File: config.mk
export PLATFORM = sky130hd
export DESIGN_NAME = dlq_div
export DESIGN_NICKNAME = d
export VERILOG_FILES = /design/src/rtl/dlq_pkg.sv /design/src/rtl/dlq_div.sv
export SDC_FILE = /design/constraint.sdc
export NUM_CORES = 1
export LEC_CHECK = 0
export ABC_AREA = 1
export BUFFER_PORTS_ARGS = -buffer_cell sky130_fd_sc_hd__buf_2
export CORE_ASPECT_RATIO = 0.9
export CORE_MARGIN = 2
export CORE_UTILIZATION = 55
export DETAILED_ROUTE_END_ITERATION = 7
export PLACE_DENSITY = 0.84
export SETUP_SLACK_MARGIN = 0.02
export SLEW_MARGIN = 30
export SYNTH_ARGS = -nofsm -noshare
export SYNTH_HDL_FRONTEND = slang
export SYNTH_SLANG_ARGS = --single-unit
File: constraint.sdc
create_clock -name clock -period 12.4 [get_ports clock]
set_clock_uncertainty 0.2 [all_clocks]
set_input_delay 0.62 -clock clock [delete_from_list [all_inputs] [get_ports clock]]
set_output_delay 0.62 -clock clock [all_outputs]
set_load 0.01 [all_outputs]
File: src/rtl/dlq_pkg.sv
// shared types, codes and defaults for the delta-list timer queue
`timescale 1ns / 1ps
`default_nettype none
package dlq_pkg;

   localparam int DEF_MAX_ENTRIES = 32;
   localparam int DEF_TICK_MS     = 10;

   localparam int REQ_TDATA_W = 80;
   localparam int RSP_TDATA_W = 16;

   // transaction kinds on req_tuser
   localparam logic [1:0] KIND_ADD      = 2'd0;
   localparam logic [1:0] KIND_TICK     = 2'd1;
   localparam logic [1:0] KIND_DISPATCH = 2'd2;
   localparam logic [1:0] KIND_DELETE   = 2'd3;

   // operations broadcast to the row of cells
   localparam logic [1:0] CELL_HOLD   = 2'd0;
   localparam logic [1:0] CELL_INSERT = 2'd1;
   localparam logic [1:0] CELL_REMOVE = 2'd2;
   localparam logic [1:0] CELL_TICK   = 2'd3;

   typedef struct packed {
      logic [7:0]  task_id;
      logic [31:0] delta;
      logic [31:0] period;
      logic [7:0]  runs;
   } entry_type;

   typedef struct packed {
      logic [1:0]  op;
      logic [7:0]  task_id;
      logic [31:0] period;
      logic [31:0] left;
   } cell_cmd_type;

endpackage
`default_nettype wire

File: src/rtl/dlq_div.sv
// pipelined divide by the tick length: reciprocal multiply and one correction
`timescale 1ns / 1ps
`default_nettype none
module dlq_div #(
   parameter int TICK_MS = dlq_pkg::DEF_TICK_MS
) (
   input  logic        clock,
   input  logic        reset,
   input  logic        start,
   input  logic [31:0] x,
   output logic        done,
   output logic [31:0] q
);
   import dlq_pkg::*;

   localparam int          TW    = $clog2(TICK_MS + 1);
   localparam logic [32:0] RECIP = 33'((64'd1 << 32) / TICK_MS);
   localparam logic [TW-1:0] TICK = TW'(TICK_MS);

   logic        v1_ff, v2_ff, done_ff;
   logic [64:0] prod_ff;
   logic [31:0] x1_ff, x2_ff, qe_ff, q_ff, q_in, rem;
   logic [31:0] back_ff;
   logic [TW+31:0] back_full;

   function automatic logic [TW+31:0] qe_in_mul(input logic [31:0] a);
      qe_in_mul = a * TICK;
   endfunction

   // estimate is never above the quotient and at most one below it
   assign back_full = qe_in_mul(prod_ff[63:32]);
   assign rem       = x2_ff - back_ff;
   assign q_in      = (rem >= 32'(TICK)) ? qe_ff + 32'd1 : qe_ff;

   always_ff @(posedge clock) begin
      if (reset) begin
         v1_ff   <= 1'b0;
         v2_ff   <= 1'b0;
         done_ff <= 1'b0;
      end else begin
         v1_ff   <= start;
         v2_ff   <= v1_ff;
         done_ff <= v2_ff;
      end
   end

   always_ff @(posedge clock) begin
      prod_ff <= x * RECIP;
      x1_ff   <= x;
      qe_ff   <= prod_ff[63:32];
      back_ff <= back_full[31:0];
      x2_ff   <= x1_ff;
      q_ff    <= q_in;
   end

   assign done = done_ff;
   assign q    = q_ff;

endmodule
`default_nettype wire

# After elaboration in Yosys (flattened, before gate mapping)
# Cells that the tools add are included.
# word_totals
ff_bits	218
latchBits	0
ramBits	0
rom_bits	0
in_bits	35
out_inout_bits	33
word_cells	16
memories	0
# classes
add_sub_neg	2
n_mul	2
n_div	0
order_cmp	1
eq_ne	0
n_shift	0
n_mux	1
n_bitwise	0
n_reduce_logical	0
# ops
cell	count
$mul A32 B29 Y61 const B	1
$ge A32 B4 Y1 const B	1
$sub A32 B32 Y32	1
$mul A29 B3 Y31 const B	1
$add A29 B1 Y30 const B	1
$mux W29	1

# Longest topological paths before layout
# Gate-level depths: netlist of run 1.
# depth
depth_word	3
depth_mapped	28

# Worst setup path after synthesis of run 1
# Ideal clock, no wire load.
# synth_timing
path_kind	in2reg
start	input port x[8]
end	register prod_ff[58]
t_arrival_ns	6.102
path_slack_ns	5.974
cell_stages	22
cell_sequence	ha_1 clkbuf_1 xor2_1 ha_1 or2_2 fa_1 fa_1 fa_1 fa_1 fa_1 ha_1 ha_1 nand2_1 nor2_1 inv_1 nor2_1 inv_1 nor2_1 nand4_1 o211ai_1 a21oi_1 xor2_1
# synth_via
elab_chain_cells	1
# synth_lines
element	line_no	text
start, declared	dlq_div.sv:10	input logic [31:0] x,
$mul A32 B29 Y61	dlq_div.sv:48	prod_ff <= x * RECIP;
end signal, assigned	dlq_div.sv:48	
end, declared	dlq_div.sv:21	logic [64:0] prod_ff;
# No other way between the ends.
# A chain may end at the register's enable or synchronous reset.

# Worst setup path in the final report of run 1
# Ends and elaborated chain as after synthesis.

==> results of run 1 <==
## state kept, by name, indices dropped and copies added, names as in the netlist
| signal | cells |
|---|---|
| q | 30 |
| x1_ff | 31 |
| x2_ff | 31 |
| prod_ff | 29 |
| v1_ff | 1 |
| back_ff | 31 |
| done | 1 |
| qe_ff | 27 |
| v2_ff | 1 |
## cells in the final DEF, fill, tap and decap left out, types with 6 or more instances in the layout
cell type    n
inv_1      830
nand2_1    513
ha_1       444
fa_1       331
dfxtp_1    182
nor2_1     175
a21oi_1    113
xor2_1      98
nand3_1     72
buf_2       65
o21ai_0     58
nand4_1     55
xnor2_1     34
nor3_1      29
a21o_1      26
o21bai_1    23
a31oi_1     19
clkbuf_16   17
nand2_2     13
nor4_1      11
inv_2       11
nand3b_1     8
a221oi_1     7
clkinv_8     7
diode_2      6
a21boi_0     6
nor2_2       6
## stage by stage
stage | worst slack (ps) | util | std cells | instance area, um^2 | hold slack, ps
final | 5450 | 0.591 | 3830 | 27400 | 124
after global routing | 5210 | 0.591 | 3829 | 27400 | 129
after CTS | 5580 | 0.590 | 3824 | 27400 | 122
after detailed placement | 5130 | 0.576 | 3792 | 26800 | 112
after global placement | 5210 | 0.576 | 3792 | 26800 | 111
after floorplan | 5970 | - | 3125 | 25700 | 110
## logic make-up after synthesis
| family | Yosys count |
|---|---|
| buf+inv | 858 |
| xor+xnor | 132 |
| fa+ha+maj | 775 |
| flops | 182 |
| other cells | 1 |
| simple gates | 907 |
| compound gates | 269 |
## worst max-delay path by stage
stage	slack (ps)	to	cells after the start
3_3_place_gp	5210	prod_ff[58]	22
2_1_floorplan	5970	prod_ff[58]	22
3_5_place_dp	5130	prod_ff[58]	26
5_1_grt	5210	prod_ff[52]	23
6_report	5450	prod_ff[58]	22
4_1_cts	5580	prod_ff[58]	22
## metal layers
| metal | wire length [um] | vias up |
|---|---|---|
| li1 | - | 9760 |
| met1 | 30200 | 9748 |
| met2 | 32500 | 864 |
| met3 | 6700 | 186 |
| met4 | 2880 | 8 |
| met5 | 61 | - |
## layout make-up
type | instances | area [um^2]
Antenna cell | 6 | 15.0
Clock buffer | 17 | 425
Clock inverter | 15 | 243
Fill cell | 4072 | 19000
Inverter | 843 | 3160
Multi-Input combinational cell | 2085 | 18800
Sequential cell | 182 | 3640
Tap cell | 616 | 771
Timing Repair Buffer | 66 | 333
==> impl_metrics.py, run 1 <==
metrics = {
    "status": {
        "outcome": "complete, no violations",
    },
    "yosys": {
        "synth_top_cell_by_area": "fa_1",
        "synth_compound_area_frac": 0.0616,
        "muxShareOfSynthArea": 0,
        "yosys.area_share.simple": 0.152,
        "ys.flop_type": "dfxtp_1",
        "yosys-top-cells-area": "fa_1, ha_1, dfxtp_1",
        "synth_xor_area_frac": 0.0449,
        "synthArstFlopShare": 0,
        "netlist.area_leader.share": 0.257,
        "synth_cells": 3124,
        "synth_common_cells": "inv_1, nand2_1, ha_1",
        "synth_edf_count": 0,
        "synth_seq_cells": 182,
        "syn-cell-area_um2": 25700,
        "synth_top_family_by_area": "adder cells",
        "yosys.area_share.adder": 0.473,
        "synth_seq_area_share": 0.142,
        "synth.most_common_cell": "inv_1",
        "yosysWarnings": 0,
        "synth_cell_type_count": 48,
        "synth.avg_cell_area_um2": 8.24,
    },
    "final_layout": {
        "final_nets": 4005,
        "post_route_cells_drive_above_1_share": 0.0464,
        "area_delta_synth_final_pct": 6.62,
    },
    "worst_hold_path": {
        "hp-class": "register to register",
        "min_delay_path_depth": 0,
        "min_from": "x1_ff[4]",
        "min_to": "x2_ff[4]",
    },
    "clocking": {
        "cts.path.max_buffers": 2,
        "clock_sinks": 182,
        "cts_resized": 0,
        "htree_levels": 4,
        "cts_made_buffers": 17,
        "hold_buffers": 0,
        "post_cts.repair.setup_buffers": 0,
        "clk_latency_ps": 490,
        "clkTransAtPathRegs_ps": 80,
        "root_buffer": "clkbuf_16",
        "cts_tree": "done",
    },
    "timing": {
        "hold_viol_final": 0,
        "worstMarginPinSlew_ps": 781,
        "fin_crit_ps": 6950,
        "final-setup-viol-count": 0,
        "drv_slew": 0,
        "fin_crit_sh": 0.560,
        "max_slew_margin": 0.478,
        "setup_tns_ps": 0,
        "rsz0062_at_grt": "no",
        "fmax_mhz": 144,
    },
    "worst_setup_path": {
        "reg2reg_depth": 17,
        "r2r-start": "back_ff[1]",
        "rrSetupSlack_ps": 8460,
        "critPathTopFamily": "adder cells",
        "arrival_ps": 7100,
        "critPathKind": "input pin to register",
        "crit_buf_inv": 3,
        "start_kind": "input pin",
        "cp-startpoint": "x[8]",
        "required_ps": 12550,
        "crit_chain": "buf_2, ha_1, xor2_1, ha_1, or2_2, fa_1, fa_1, fa_1, fa_1, fa_1, ha_1, ha_1, nand2_1, nor2_1, inv_1, nor2_1, inv_1, nor2_1, nand4_1, o211ai_1, a21oi_1, xor2_1",
        "critical_path_peak_fanout": 9,
        "timing.rr.end": "q[28]",
        "cp_slowest_cell": "ha_1",
        "max_stage_delay_ps": 590,
        "cpMostUsedCell": "fa_1",
        "cp-end-kind": "register",
    },
    "placement": {
        "place_hpwl_mm": 62.6,
        "gp_congestion": 1.07,
        "portBuffers": 65,
    },
    "grt": {
        "met3_usage": 0.0820,
        "grt_pass1_vias": 21000,
        "gr-usage-met2": 0.497,
        "grt_antenna_before_repair": 11,
        "grt_pass1_wl_mm": 113,
        "grtUsageMet1": 0.394,
        "busiest_layer": "met2",
        "grt_start_max_net_pins": 29,
        "grt_use_total": 0.307,
        "gr-total-overflow": 0,
    },
    "route": {
        "drtAntennaViolNets": 0,
        "vias": 20600,
        "wl_mm": 72.3,
        "first_pass_iters": 7,
        "wl_per_cell_um": 18.9,
        "first_iter_violations": 1675,
        "via_per_inst": 5.37,
        "drcViolationCount": 0,
    },
    "floorplan": {
        "fp.dieH_um": 209,
        "dieArea_um2": 48500,
        "row_count": 75,
        "ios": 68,
        "initial_core_util": 0.554,
        "fp.coreArea_um2": 46500,
        "dieWidth_um": 232,
    },
    "job": {
        "drv_cap": 0,
    },
}
Power of run 1 is not shown: default switching activity piles up to over one toggle a cycle in this logic, so the estimate is an artifact.
==> inputs of run 2 (changes only) <==
==> constraint.sdc (replaced) <==
create_clock -name clock -period 6.8 [get_ports clock]
set_clock_uncertainty 0.2 [all_clocks]
set_input_delay 0.34 -clock clock [delete_from_list [all_inputs] [get_ports clock]]
set_output_delay 0.34 -clock clock [all_outputs]
set_load 0.01 [all_outputs]
==> run 2 against run 1 <==
Net effect: cell count is 2.5% higher; wire length is 1.0% higher; utilization is 2.2 points higher; flip-flop and latch count stayed put; sequential share of layout area is 0.48 points lower; first-iteration DRC count is 9.0% higher; global-route usage is 0.090 points higher; hold slack worse by 88 ps; worst setup slack worse by 5300 ps; via count is 2.4% higher; cell area is 3.8% higher; clock-buffer cell count stayed put.
==> impl_metrics.py, run 2 (synthesized netlist as in run 1, its figures left out) <==
metrics = {
    "grt": {
        "gr-total-overflow": 0,
        "grt_pass1_wl_mm": 114,
        "grt_use_total": 0.308,
        "grt_pass1_vias": 21300,
        "grt_start_max_net_pins": 29,
        "grt_antenna_before_repair": 0,
    },
    "worst_setup_path": {
        "timing.rr.end": "q[19]",
        "reg2reg_depth": 17,
        "start_kind": "input pin",
        "cp-end-kind": "register",
        "r2r-start": "back_ff[1]",
        "rrSetupSlack_ps": 3070,
        "cp_slowest_cell": "dlygate4sd3_1",
        "required_ps": 6990,
        "critPathKind": "input pin to register",
        "critical_path_peak_fanout": 4,
        "cpMostUsedCell": "fa_1",
        "arrival_ps": 6810,
        "max_stage_delay_ps": 550,
    },
    "clocking": {
        "clock_sinks": 182,
        "clk_latency_ps": 460,
        "cts_made_buffers": 17,
        "root_buffer": "clkbuf_16",
        "htree_levels": 4,
        "cts.path.max_buffers": 2,
        "clkTransAtPathRegs_ps": 90,
        "cts_tree": "done",
    },
    "route": {
        "vias": 21100,
        "first_iter_violations": 1825,
        "wl_per_cell_um": 18.6,
        "first_pass_iters": 8,
        "wl_mm": 73.0,
        "drtAntennaViolNets": 0,
        "drcViolationCount": 0,
        "via_per_inst": 5.36,
    },
    "final_layout": {
        "final_area_um2": 28500,
        "final_common_cell": "inv_1",
        "most-common-layout-cells": "inv_1, nand2_1, ha_1",
        "area_delta_synth_final_pct": 10.6,
        "post_route_cells_drive_above_1_share": 0.0861,
        "final_nets": 4108,
        "antenna_cells": 0,
        "reg_top3": "back_ff x31, x1_ff x31, x2_ff x31",
    },
    "floorplan": {
        "dieArea_um2": 48500,
        "fp.dieH_um": 209,
        "row_count": 75,
        "ios": 68,
        "dieWidth_um": 232,
        "initial_core_util": 0.554,
        "fp.coreArea_um2": 46500,
    },
    "placement": {
        "portBuffers": 65,
        "place_hpwl_mm": 64.1,
        "placed_area_um2": 27400,
        "gp_congestion": 1.07,
    },
    "timing": {
        "rsz0062_at_grt": "yes",
        "max_slew_margin": 0.499,
        "drv_slew": 0,
        "fin_crit_sh": 0.973,
        "worstMarginPinSlew_ps": 750,
        "fmax_mhz": 151,
        "final-setup-viol-count": 0,
        "setup_tns_ps": 0,
        "hold_viol_final": 0,
        "fin_crit_ps": 6620,
    },
    "worst_hold_path": {
        "min_from": "x[5]",
        "min_delay_path_depth": 2,
        "hp-class": "input pin to register",
        "min_to": "x1_ff[5]",
    },
    "status": {
        "outcome": "complete, no violations",
    },
    "job": {
        "drv_cap": 0,
    },
}
run 2: cell count changes in the layout (fill, tap and decap cells not counted), moves of 5 or more:
cell / before / now
diode_2: 6 / 0
a21oi_1: 113 / 108
ha_2: 0 / 6
ha_1: 444 / 426
buf_4: 1 / 92
o21ai_0: 58 / 53
dlygate4sd3_1: 0 / 16
buf_2: 65 / 55
a21oi_2: 4 / 9
clkinv_8: 7 / 2
ha_4: 0 / 12
nor2_2: 6 / 14
nor2_1: 175 / 164
run 2: per-layer routing:
layer,wire (um),vias to the layer above,track usage,share of wire
li1,-,9948,-,-
met1,29800,10000,0.393,0.41
met2,33400,874,0.507,0.46
met3,6060,205,0.0600,0.083
met4,3680,0,0.139,0.050
met5,0,-,0,0
run 2: what timing repair did:
item,CTS,global route
gates resized for setup,0,80
endpoints found under the setup margin,0,24
setup buffers,0,4
hold buffers,16,0
endpoints found under the hold margin,17,0
run 2: how the worst max path moves through the flow:
| stage | from | to | cells past startpoint |
|---|---|---|---|
| finish | x[18] | prod_ff[58] | 26 |
| global placement | x[11] | prod_ff[44] | 23 |
| detailed placement | x[11] | prod_ff[44] | 23 |
| CTS | x[19] | prod_ff[58] | 28 |
| floorplan | x[8] | prod_ff[58] | 22 |
| global route | x[18] | prod_ff[58] | 26 |
run 2: area by class of cell:
class / count / area, um^2
Multi-Input combinational cell: 2085 / 19100
Fill cell: 3849 / 18000
Sequential cell: 182 / 3640
Inverter: 843 / 3160
Timing Repair Buffer: 169 / 1180
Tap cell: 616 / 771
Clock buffer: 17 / 425
Clock inverter: 15 / 155
run 2: stage by stage:
stage                     utilization  setup slack (ps)  hold slack [ps]  std cells
final                           0.613               181             36.5       3927
after global routing            0.613             -96.8             36.1       3927
after CTS                       0.605              39.8             11.1       3923
after detailed placement        0.589              43.5              112       3875
after global placement          0.589              64.5              110       3875
after floorplan                     -               654              110       3125
run 2: critical path, delay by kind of cell:
family / cells / cell delay [ps]
buffers and inverters: 9 / 1200
AO/OA/AOI/OAI: 5 / 940
XOR/XNOR: 1 / 170
adder cells (fa/ha/maj): 9 / 4010
AND/OR/NAND/NOR: 2 / 160
Power of run 2 is left out for the same reason.
